**config.mk**
```make
export PLATFORM = sky130hd
export DESIGN_NAME = light_level_bucketizer_unit
export DESIGN_NICKNAME = d
export VERILOG_FILES = /design/src/design/llb_pkg.sv /design/src/design/llb_csr.sv /design/src/design/llb_front.sv /design/src/design/llb_hyst.sv /design/src/design/light_level_bucketizer_unit.sv
export VERILOG_INCLUDE_DIRS = /design/src /design/src/design
export SDC_FILE = /design/constraint.sdc
export NUM_CORES = 2
export LEC_CHECK = 0
export BUFFER_PORTS_ARGS = -buffer_cell sky130_fd_sc_hd__buf_2
export CAP_MARGIN = 5
export CELL_PAD_IN_SITES_DETAIL_PLACEMENT = 1
export CELL_PAD_IN_SITES_GLOBAL_PLACEMENT = 1
export CORE_MARGIN = 5
export CORE_UTILIZATION = 46
export DETAILED_ROUTE_END_ITERATION = 6
export GPL_TIMING_DRIVEN = 0
export PLACE_DENSITY = 0.83
export SYNTH_ARGS = -nofsm -noshare
export SYNTH_HDL_FRONTEND = slang
export SYNTH_HIERARCHICAL = 1
export SYNTH_SLANG_ARGS = --single-unit
```
**constraint.sdc**
```tcl
create_clock -name clock -period 9.01 [get_ports clock]
set_input_delay 0.4505 -clock clock [delete_from_list [all_inputs] [get_ports clock]]
set_output_delay 0.4505 -clock clock [all_outputs]
set_load 0.02 [all_outputs]
```
**src/design/assert_macros.svh**
```systemverilog
// assert_macros.svh: assertion macros shared by the light level bucketizer RTL.
// No dependencies; included by modules that carry concurrent assertions.
`ifndef ASSERT_MACROS_SVH
`define ASSERT_MACROS_SVH

// Clocked check, disabled while reset is high.
`define LLB_ASSERT(lbl, clk, rst, prop) \
   lbl: assert property (@(posedge clk) disable iff (rst) (prop)) \
      else $error("llb assertion failed");

// Clocked check that also holds during reset.
`define LLB_ASSERT_ALWAYS(lbl, clk, prop) \
   lbl: assert property (@(posedge clk) (prop)) \
      else $error("llb assertion failed");

`endif

```
**src/design/llb_pkg.sv**
```systemverilog
// llb_pkg: types, constants and register codes of the light level bucketizer.
// No dependencies; imported by every module of the block.
package llb_pkg;

   // Default parameter values
   localparam int READING_BITS_DEF   = 24;
   localparam int GAIN_FRAC_BITS_DEF = 16;

   // Fraction bits of the threshold registers
   localparam int REG_FRAC = 16;

   // Configuration port
   localparam int CSR_ADDR_BITS = 4;
   localparam int CSR_DATA_BITS = 32;

   typedef enum logic [1:0] {
      CSR_CALIBRATION = 2'd0,
      CSR_LIGHT_GAIN  = 2'd1,
      CSR_DROP_DARK   = 2'd2,
      CSR_RISE_DARK   = 2'd3
   } csr_index_type;

   // Register reset values
   localparam logic [31:0] CAL_RESET  = 32'd0;
   localparam logic [31:0] GAIN_RESET = 32'd65536;
   localparam logic [31:0] DROP_RESET = 32'd65536;
   localparam logic [31:0] RISE_RESET = 32'd131072;

   // Calibration words below this select the piecewise map
   localparam logic signed [31:0] CAL_LIMIT = 32'sd60001;

   // Piecewise map breakpoints
   localparam int PW_LIMIT_5    = 50;
   localparam int PW_LIMIT_10   = 200;
   localparam int PW_LIMIT_50   = 1000;
   localparam int PW_LIMIT_1000 = 2000;

   // Reciprocal multipliers: x*205>>10 = x/5, x*205>>11 = x/10, x*41>>11 = x/50
   localparam logic [15:0] RECIP_5_10 = 16'd205;
   localparam logic [15:0] RECIP_50   = 16'd41;

   // Levels of the ladder
   localparam logic [5:0] LVL_0  = 6'd0;
   localparam logic [5:0] LVL_3  = 6'd3;
   localparam logic [5:0] LVL_6  = 6'd6;
   localparam logic [5:0] LVL_10 = 6'd10;
   localparam logic [5:0] LVL_12 = 6'd12;
   localparam logic [5:0] LVL_19 = 6'd19;
   localparam logic [5:0] LVL_25 = 6'd25;
   localparam logic [5:0] LVL_26 = 6'd26;
   localparam logic [5:0] LVL_41 = 6'd41;
   localparam logic [5:0] LVL_42 = 6'd42;

   // Integer hysteresis thresholds on scaled light
   localparam int TH_UP_6    = 6;
   localparam int TH_UP_12   = 12;
   localparam int TH_UP_19   = 120;
   localparam int TH_UP_26   = 496;
   localparam int TH_UP_42   = 1440;
   localparam int TH_DN_3    = 4;
   localparam int TH_DN_6    = 8;
   localparam int TH_DN_12   = 75;
   localparam int TH_DN_19   = 372;
   localparam int TH_DN_26   = 960;

   // Configuration registers as seen by the datapath
   typedef struct packed {
      logic [31:0] calibration_word;
      logic [31:0] light_gain;
      logic [31:0] drop_to_dark_threshold;
      logic [31:0] rise_from_dark_threshold;
   } cfg_type;

   // Control word carried from the front stage to the hysteresis stage
   typedef struct packed {
      logic       ok;
      logic       hyst;
      logic [5:0] pw_level;
   } stage_ctl_type;

endpackage

```
**src/design/llb_csr.sv**
```systemverilog
// llb_csr: APB-style configuration registers of the light level bucketizer.
// Depends on llb_pkg.
module llb_csr (
   input  logic                               clock,
   input  logic                               reset,
   input  logic                               psel,
   input  logic                               penable,
   input  logic                               pwrite,
   input  logic [llb_pkg::CSR_ADDR_BITS-1:0]  paddr,
   input  logic [llb_pkg::CSR_DATA_BITS-1:0]  pwdata,
   output logic [llb_pkg::CSR_DATA_BITS-1:0]  prdata,
   output logic                               pready,
   output llb_pkg::cfg_type                   cfg
);
   import llb_pkg::*;

   cfg_type       cfg_ff, cfg_in;
   csr_index_type idx;
   logic          wr_en;

   assign idx    = csr_index_type'(paddr[3:2]);
   assign wr_en  = psel & penable & pwrite;
   assign pready = 1'b1;

   // Register write decode
   always_comb begin
      cfg_in = cfg_ff;
      if (wr_en) begin
         unique case (idx)
            CSR_CALIBRATION: cfg_in.calibration_word         = pwdata;
            CSR_LIGHT_GAIN:  cfg_in.light_gain               = pwdata;
            CSR_DROP_DARK:   cfg_in.drop_to_dark_threshold   = pwdata;
            CSR_RISE_DARK:   cfg_in.rise_from_dark_threshold = pwdata;
            default:         cfg_in = cfg_ff;
         endcase
      end
   end

   always_ff @(posedge clock) begin
      if (reset) begin
         cfg_ff.calibration_word         <= CAL_RESET;
         cfg_ff.light_gain               <= GAIN_RESET;
         cfg_ff.drop_to_dark_threshold   <= DROP_RESET;
         cfg_ff.rise_from_dark_threshold <= RISE_RESET;
      end else begin
         cfg_ff <= cfg_in;
      end
   end

   // Read mux
   always_comb begin
      unique case (idx)
         CSR_CALIBRATION: prdata = cfg_ff.calibration_word;
         CSR_LIGHT_GAIN:  prdata = cfg_ff.light_gain;
         CSR_DROP_DARK:   prdata = cfg_ff.drop_to_dark_threshold;
         CSR_RISE_DARK:   prdata = cfg_ff.rise_from_dark_threshold;
         default:         prdata = '0;
      endcase
   end

   assign cfg = cfg_ff;
endmodule

```
**src/design/llb_front.sv**
```systemverilog
// llb_front: input register stage; validity check, piecewise map and gain multiply.
// Depends on llb_pkg.
module llb_front #(
   parameter int READING_BITS = llb_pkg::READING_BITS_DEF
) (
   input  logic                          clock,
   input  logic                          reset,
   input  logic                          in_valid,
   output logic                          in_ready,
   input  logic                          sensor_ready,
   input  logic                          read_failed,
   input  logic [READING_BITS-1:0]       reading,
   input  llb_pkg::cfg_type              cfg,
   output logic                          out_valid,
   input  logic                          out_ready,
   output llb_pkg::stage_ctl_type        out_ctl,
   output logic [READING_BITS+31:0]      out_product
);
   import llb_pkg::*;

   localparam int PW = READING_BITS + 32;

   // Input register
   logic                    valid_ff, valid_in;
   logic                    ready_ff, failed_ff;
   logic [READING_BITS-1:0] reading_ff;

   assign in_ready = !valid_ff || out_ready;
   assign valid_in = in_ready ? in_valid : valid_ff;

   always_ff @(posedge clock) begin
      if (reset) begin
         valid_ff <= 1'b0;
      end else begin
         valid_ff <= valid_in;
      end
   end

   always_ff @(posedge clock) begin
      if (in_ready && in_valid) begin
         ready_ff   <= sensor_ready;
         failed_ff  <= read_failed;
         reading_ff <= reading;
      end
   end

   // Piecewise map: steps of 5, 10 and 50 via reciprocal multiplies, then 41, then 42
   logic [7:0]  x10;
   logic [9:0]  x50;
   logic [15:0] p5, p10, p50;
   logic [5:0]  pw_level;

   assign x10 = reading_ff[7:0] - 8'(PW_LIMIT_5);
   assign x50 = reading_ff[9:0] - 10'(PW_LIMIT_10);
   assign p5  = 16'(reading_ff[5:0]) * RECIP_5_10;
   assign p10 = 16'(x10) * RECIP_5_10;
   assign p50 = 16'(x50) * RECIP_50;

   always_comb begin
      priority if (reading_ff < READING_BITS'(PW_LIMIT_5)) begin
         pw_level = 6'(p5[13:10]);
      end else if (reading_ff < READING_BITS'(PW_LIMIT_10)) begin
         pw_level = 6'(p10[14:11]) + LVL_10;
      end else if (reading_ff < READING_BITS'(PW_LIMIT_50)) begin
         pw_level = 6'(p50[15:11]) + LVL_25;
      end else if (reading_ff < READING_BITS'(PW_LIMIT_1000)) begin
         pw_level = LVL_41;
      end else begin
         pw_level = LVL_42;
      end
   end

   // Stage outputs
   assign out_valid        = valid_ff;
   assign out_ctl.ok       = ready_ff && !failed_ff && (reading_ff != '0);
   assign out_ctl.hyst     = !($signed(cfg.calibration_word) < CAL_LIMIT);
   assign out_ctl.pw_level = pw_level;
   assign out_product      = PW'(reading_ff) * PW'(cfg.light_gain);
endmodule

```
**src/design/llb_hyst.sv**
```systemverilog
// llb_hyst: threshold compares, hysteresis level state and the result register.
// Depends on llb_pkg and assert_macros.svh.
`include "assert_macros.svh"
module llb_hyst #(
   parameter int READING_BITS   = llb_pkg::READING_BITS_DEF,
   parameter int GAIN_FRAC_BITS = llb_pkg::GAIN_FRAC_BITS_DEF
) (
   input  logic                      clock,
   input  logic                      reset,
   input  logic                      in_valid,
   output logic                      in_ready,
   input  llb_pkg::stage_ctl_type    in_ctl,
   input  logic [READING_BITS+31:0]  in_product,
   input  llb_pkg::cfg_type          cfg,
   output logic                      rsp_valid,
   input  logic                      rsp_ready,
   output logic                      level_valid,
   output logic [5:0]                level
);
   import llb_pkg::*;

   localparam int PW   = READING_BITS + 32;
   localparam int CW   = PW + 16;
   localparam int SH_S = (GAIN_FRAC_BITS < REG_FRAC) ? REG_FRAC - GAIN_FRAC_BITS : 0;
   localparam int SH_T = (GAIN_FRAC_BITS > REG_FRAC) ? GAIN_FRAC_BITS - REG_FRAC : 0;

   // Product and thresholds aligned to a common binary point
   logic [CW-1:0] s_reg, s_int, rise_t, drop_t;
   assign s_reg  = CW'(in_product) << SH_S;
   assign s_int  = CW'(in_product);
   assign rise_t = CW'(cfg.rise_from_dark_threshold) << SH_T;
   assign drop_t = CW'(cfg.drop_to_dark_threshold) << SH_T;

   function automatic logic [CW-1:0] ith(input int c);
      ith = CW'(c) << GAIN_FRAC_BITS;
   endfunction

   // All strict compares in parallel
   logic gt_rise, lt_drop, gt6, gt12, gt120, gt496, gt1440;
   logic lt4, lt8, lt75, lt372, lt960;
   assign gt_rise = s_reg > rise_t;
   assign lt_drop = s_reg < drop_t;
   assign gt6     = s_int > ith(TH_UP_6);
   assign gt12    = s_int > ith(TH_UP_12);
   assign gt120   = s_int > ith(TH_UP_19);
   assign gt496   = s_int > ith(TH_UP_26);
   assign gt1440  = s_int > ith(TH_UP_42);
   assign lt4     = s_int < ith(TH_DN_3);
   assign lt8     = s_int < ith(TH_DN_6);
   assign lt75    = s_int < ith(TH_DN_12);
   assign lt372   = s_int < ith(TH_DN_19);
   assign lt960   = s_int < ith(TH_DN_26);

   // Hysteresis step from the stored level
   logic [5:0] state_ff, state_in, next_lv;
   always_comb begin
      next_lv = state_ff;
      unique case (state_ff)
         LVL_0:  if (gt_rise) next_lv = LVL_3;
         LVL_3:  begin
            if (gt6)          next_lv = LVL_6;
            else if (lt_drop) next_lv = LVL_0;
         end
         LVL_6:  begin
            if (gt12)         next_lv = LVL_12;
            else if (lt4)     next_lv = LVL_3;
         end
         LVL_12: begin
            if (gt120)        next_lv = LVL_19;
            else if (lt8)     next_lv = LVL_6;
         end
         LVL_19: begin
            if (gt496)        next_lv = LVL_26;
            else if (lt75)    next_lv = LVL_12;
         end
         LVL_26: begin
            if (gt1440)       next_lv = LVL_42;
            else if (lt372)   next_lv = LVL_19;
         end
         LVL_42: if (lt960)   next_lv = LVL_26;
         default:             next_lv = state_ff;
      endcase
   end

   // Handshake and state update
   logic adv, upd;
   assign in_ready = !rsp_valid || rsp_ready;
   assign adv      = in_valid && in_ready;
   assign upd      = adv && in_ctl.ok && in_ctl.hyst;
   assign state_in = upd ? next_lv : state_ff;

   logic       valid_ff, ok_ff;
   logic [5:0] level_ff, level_in;

   always_comb begin
      priority if (!in_ctl.ok) begin
         level_in = LVL_0;
      end else if (in_ctl.hyst) begin
         level_in = next_lv;
      end else begin
         level_in = in_ctl.pw_level;
      end
   end

   always_ff @(posedge clock) begin
      if (reset) begin
         valid_ff <= 1'b0;
         state_ff <= LVL_0;
      end else begin
         state_ff <= state_in;
         if (in_ready) begin
            valid_ff <= in_valid;
         end
      end
   end

   // Result register
   always_ff @(posedge clock) begin
      if (adv) begin
         ok_ff    <= in_ctl.ok;
         level_ff <= level_in;
      end
   end

   assign rsp_valid   = valid_ff;
   assign level_valid = ok_ff;
   assign level       = level_ff;

   // Checks
   `LLB_ASSERT(a_level_range, clock, reset, rsp_valid |-> (level <= LVL_42))
   `LLB_ASSERT(a_invalid_zero, clock, reset, (rsp_valid && !level_valid) |-> (level == LVL_0))
   `LLB_ASSERT(a_state_hold, clock, reset, (!reset && !upd) |=> (state_ff == $past(state_ff)))
   `LLB_ASSERT(a_state_ladder, clock, reset,
      (state_ff == LVL_0) || (state_ff == LVL_3) || (state_ff == LVL_6) ||
      (state_ff == LVL_12) || (state_ff == LVL_19) || (state_ff == LVL_26) ||
      (state_ff == LVL_42))
endmodule

```
**src/design/light_level_bucketizer_unit.sv**
```systemverilog
// light_level_bucketizer_unit: top level of the light level bucketizer.
// Depends on llb_pkg, llb_csr, llb_front and llb_hyst.
//
//   channel | ports                           | moves
//   req     | req_valid / req_ready           | one reading word per accept
//   rsp     | rsp_valid / rsp_ready           | one level word per reading
//   csr     | psel penable pwrite paddr ...   | one 32-bit register word per write
//
// From req accept to rsp_valid a word passes an input register feeding the gain
// multiplier, then the compare bank and hysteresis state into the result register.
// One word per cycle is sustained while rsp is not stalled; the stored level is updated
// as a word enters the result register, so the next word sees it. Reset is synchronous,
// active high, clears the pipeline valids and stored level and restores register defaults.
// A stalled rsp holds its word while one more req word can still fill the input stage.
module light_level_bucketizer_unit #(
   parameter int READING_BITS   = llb_pkg::READING_BITS_DEF,
   parameter int GAIN_FRAC_BITS = llb_pkg::GAIN_FRAC_BITS_DEF
) (
   input  logic                               clock,
   input  logic                               reset,
   input  logic                               req_valid,
   output logic                               req_ready,
   input  logic                               req_sensor_ready,
   input  logic                               req_read_failed,
   input  logic [READING_BITS-1:0]            req_reading,
   output logic                               rsp_valid,
   input  logic                               rsp_ready,
   output logic                               rsp_level_valid,
   output logic [5:0]                         rsp_level,
   input  logic                               psel,
   input  logic                               penable,
   input  logic                               pwrite,
   input  logic [llb_pkg::CSR_ADDR_BITS-1:0]  paddr,
   input  logic [llb_pkg::CSR_DATA_BITS-1:0]  pwdata,
   output logic [llb_pkg::CSR_DATA_BITS-1:0]  prdata,
   output logic                               pready
);
   import llb_pkg::*;

   cfg_type                 cfg;
   stage_ctl_type           mid_ctl;
   logic                    mid_valid, mid_ready;
   logic [READING_BITS+31:0] mid_product;

   // Configuration registers
   llb_csr u_csr (
      .clock   (clock),
      .reset   (reset),
      .psel    (psel),
      .penable (penable),
      .pwrite  (pwrite),
      .paddr   (paddr),
      .pwdata  (pwdata),
      .prdata  (prdata),
      .pready  (pready),
      .cfg     (cfg)
   );

   // Input stage
   llb_front #(
      .READING_BITS (READING_BITS)
   ) u_front (
      .clock        (clock),
      .reset        (reset),
      .in_valid     (req_valid),
      .in_ready     (req_ready),
      .sensor_ready (req_sensor_ready),
      .read_failed  (req_read_failed),
      .reading      (req_reading),
      .cfg          (cfg),
      .out_valid    (mid_valid),
      .out_ready    (mid_ready),
      .out_ctl      (mid_ctl),
      .out_product  (mid_product)
   );

   // Hysteresis and result stage
   llb_hyst #(
      .READING_BITS   (READING_BITS),
      .GAIN_FRAC_BITS (GAIN_FRAC_BITS)
   ) u_hyst (
      .clock       (clock),
      .reset       (reset),
      .in_valid    (mid_valid),
      .in_ready    (mid_ready),
      .in_ctl      (mid_ctl),
      .in_product  (mid_product),
      .cfg         (cfg),
      .rsp_valid   (rsp_valid),
      .rsp_ready   (rsp_ready),
      .level_valid (rsp_level_valid),
      .level       (rsp_level)
   );
endmodule

```
==> summary.md <==
| Metric | Value |
|---|---|
| Final worst slack | -1.035 ns |
| CP max stage delay | ~0.6 ns |
| Hold path endpoint | u_front/reading_ff[13]$_DFFE_PP_ |
| Worst r2r dst | u_hyst/state_ff[2]$_SDFFE_PP0P_ |
| Hold Fails Final Rpt | 0 |
| Failing checks | setup timing |
| Crit-path max FO | 10 |
| Hold buffers post-CTS | 0 |
| Slew HR | 26.31% |
| Setup violators final | 12 |
| Critical path class | reg -> reg |
| R2R Path Start | u_front/reading_ff[15]$_DFFE_PP_ |
| Slew Viols, Final | 0 |
| CTS buffer count | 17 |
| Post-route clock period utilization | 111.5% |
| First-pass GRT wire length | between 200,000 and 250,000 um |
| Final Util | roughly 54% |
| Final wirelength | roughly 180,000 um |
| Initial Util | 46.12% |
| All-Layer GR Usage | 35.64% |
| Final Power | 4.150 mW |
| Ys Warns | 6 |
| Measured slew at the worst slew-check pin | 1.091 ns |
| Setup crit end kind | flop |
| Hold Crit Start | req_reading[13] |
| R2r setup slk | -1.04 ns |
| Via density | 6.472 |
| WHS Path Cells | 1 |
| GPL Wtd Cong | between 1 and 1.5 |
| Worst hold path type | in -> reg |
| WHS | 0.1376 ns |
| VDD IR-drop max | 0.0001499 V |
| Clk sink count | 169 |
| Post-route ant nets | 0 |
| Yosys reg bits | 169 |
| Async S/R FF share, synth | 0% |
| Via count | approximately 36k |
| Critical path origin | u_front/reading_ff[15]$_DFFE_PP_ |
| Vias in the first global route | ~37k |
| Mapped Cells | ~4.2k |
| Tmin final | 10.05 ns |
| TritonCTS clock tree | yes |
| Worst-Skew Late Latency | 0.48 ns |
| FMAX | 0.09955 GHz |
| Sequential fraction of the synthesis area | 9.853% |
| Arrival @ worst endpoint | 10.35 ns |
| DR WL/cell | 32.08 um |
| Ys flop type | dfxtp_1 |
| Largest net degree at the start of global routing | 19 |
| Area of the core | 81,720 um2 |
| # port buffers | ~110 |
| Height of the die | 296.2 um |
| CP startpoint kind | flop |
| Hpwl dp | roughly 120,000 um |
| Worst Skew | 0.02556 ns |
| Synth unique cells | 96 |
| # IOs | around 110 |
| Avg Cell Area, Syn | 8.921 um2 |
| Clock tree buffer depth | 2 |
| Worst-path clk slew | 0.11 ns |
| Slowest CP cell | fa_2 |
| DR iter-0 viols | 4,737 |
| Drt drc | 0 |
| Post-Syn Nets | 5,321 |
| PwrDens | 94.81 nW/um2 |
| Clock Root Buffer | clkbuf_16 |
| Layout area overhead | 16.13% |
| Fraction of layout cells with a size suffix above 1 | between 10% and 20% |
| Aggregate global routing overflow | 0 |
| Critical Path Most Common Cell | fa_1 |
| Post-Synthesis Cell Area | 37,690 um2 |
| Lkg Pwr | approximately 21 nW |
| Worst reg-to-reg path cell count | 34 |
| DP Cell Count | 5,402 |
| Req. time, crit path | slightly above 9 ns |
| Die ar. | between 80,000 and 90,000 um2 |
| Initial DRT Pass Iterations | 7 |
| Status | finished, violations left |
| Max-cap violations | 0 |
| CTS H-tree lvls | 4 |
| Initial antenna violation count | 29 |
| Number of synthesized flops with an enable pin | 33 |
| Final Non-Filler Cells | 5,605 |
| Die width | 296.2 um |
| RSZ-0062 raised after global routing | true |
| Row cnt | 105 |
| Setup WS pre-CTS | -3.140 ns |
| Final #Nets | 5,591 |
-- kinds of logic (layout without fill, tap and decap cells) --
logic type,after synthesis,after routing,share of synthesized area (%)
AND/OR/NAND/NOR,1291,1291,18.22
XOR/XNOR,85,85,1.975
AO/OA/AOI/OAI,460,460,7.472
buffers and inverters,1092,1375,11.13
other,1,28,0.009949
flip-flops,169,169,9.853
multiplexers,100,100,3.721
adder cells (fa/ha/maj),1027,1027,47.62
-- what timing repair did --
action	CTS	global route
gates resized for setup	479	206
cloned	3	3
hold endpoints to repair	0	0
setup endpoints to repair	12	12
setup buffers	100	52
pin swaps	111	124
-- per-layer routing --
layer  routed length [um]  global-route usage [%]
met2                77920                   57.74
met3                23560                   9.945
met1                57780                   41.54
met5                   47                       0
met4                20490                   23.63
-- final cells by class --
type | instances | area (um2)
Antenna cell | 27 | 67.56
Multi-Input combinational cell | 2964 | 30870
Inverter | 870 | 3268
Tap cell | 1070 | 1339
Timing Repair Buffer | 265 | 2001
Clock buffer | 17 | 425.4
Sequential cell | 169 | 3791
Fill cell | 9291 | 37940
Clock inverter | 15 | 162.7
Buffer | 208 | 1848
-- stage by stage --
step | setup TNS, ns | area [um2]
6_report | -11.21 | 43770
3_3_place_gp | -30.43 | 39560
2_1_floorplan | 0 | 37690
5_1_grt | -12.13 | 43720
4_1_cts | -3.105 | 42590
3_5_place_dp | -33.77 | 39580
-- layout by cell type (no fill, tap or decap), types with 51 or more instances in the layout --
| cell | instances |
|---|---|
| and2_1 | 396 |
| a21oi_1 | 102 |
| buf_2 | 117 |
| xnor2_1 | 52 |
| nor2b_1 | 70 |
| buf_4 | 151 |
| mux2i_1 | 67 |
| dfxtp_1 | 104 |
| nand2b_1 | 108 |
| ha_1 | 326 |
| nand2_1 | 447 |
| clkbuf_1 | 51 |
| fa_1 | 647 |
| o21ai_0 | 124 |
| inv_1 | 841 |
| nor2_1 | 70 |
-- power breakdown --
part	switching, mW	internal, mW
clock	0.405	0.371
sequential	0.0253	0.785
combinational	1.59	0.975
total	2.02	2.13
-- worst max path at each step --
| stage | to | depth (start not counted) |
|---|---|---|
| after global placement | u_hyst/level[1]$_SDFFCE_PN0P_ | 32 |
| after CTS | u_hyst/state_ff[0]$_SDFFE_PP0P_ | 35 |
| after floorplan | u_hyst/level[5]$_SDFFCE_PN0P_ | 33 |
| final | u_hyst/state_ff[2]$_SDFFE_PP0P_ | 34 |
| after global routing | u_hyst/level[5]$_SDFFCE_PN0P_ | 34 |
| after detailed placement | u_hyst/level[1]$_SDFFCE_PN0P_ | 34 |
-- sequential cells by signal, indices dropped and copies added (netlist names) --
| register | count |
|---|---|
| u_csr/cfg | 128 |
| u_front/failed_ff | 1 |
| u_hyst/rsp_valid | 1 |
| u_front/out_valid | 1 |
| u_hyst/level_valid | 1 |
| u_hyst/state_ff | 6 |
| u_front/ready_ff | 1 |
| u_hyst/level | 6 |
| u_front/reading_ff | 24 |
-- worst max-delay path, delay by kind of cell (launching register included) --
| kind | cells | cell delay, ns |
|---|---|---|
| fa+ha+maj | 8 | 3.87 |
| compound gates | 9 | 2.15 |
| buf+inv | 10 | 1.81 |
| simple gates | 6 | 1.45 |
| flops | 1 | 0.40 |
| xor+xnor | 1 | 0.13 |
-- cell usage after synthesis (8+ instances only) --
library cell / number / area (um2)
o21ai_0: 136 / 680.7
a211oi_1: 13 / 97.59
buf_4: 8 / 60.06
xnor2_1: 56 / 490.5
and3_1: 8 / 50.05
and2_1: 408 / 2552
nand2b_1: 109 / 681.9
fa_1: 679 / 13590
nand3_1: 27 / 135.1
o21ai_1: 42 / 210.2
nor2_1: 75 / 281.5
or3_1: 10 / 62.56
clkbuf_1: 190 / 713.2
a21o_1: 28 / 210.2
nand2_1: 455 / 1708
nand4_1: 28 / 175.2
inv_1: 869 / 3262
o211ai_1: 11 / 82.58
nor2b_1: 70 / 437.9
buf_2: 14 / 70.07
edfxtp_1: 33 / 991.0
nor3_1: 23 / 115.1
xor2_1: 29 / 254.0
dfxtp_1: 136 / 2723
nor4_1: 21 / 131.4
a21oi_1: 117 / 585.6
o21a_1: 11 / 82.58
a31oi_1: 14 / 87.58
mux2i_1: 67 / 670.6
mux4_2: 32 / 720.7
o21bai_1: 19 / 142.6
ha_1: 348 / 4354
No activity file was read; power rests on OpenSTA's default activity.
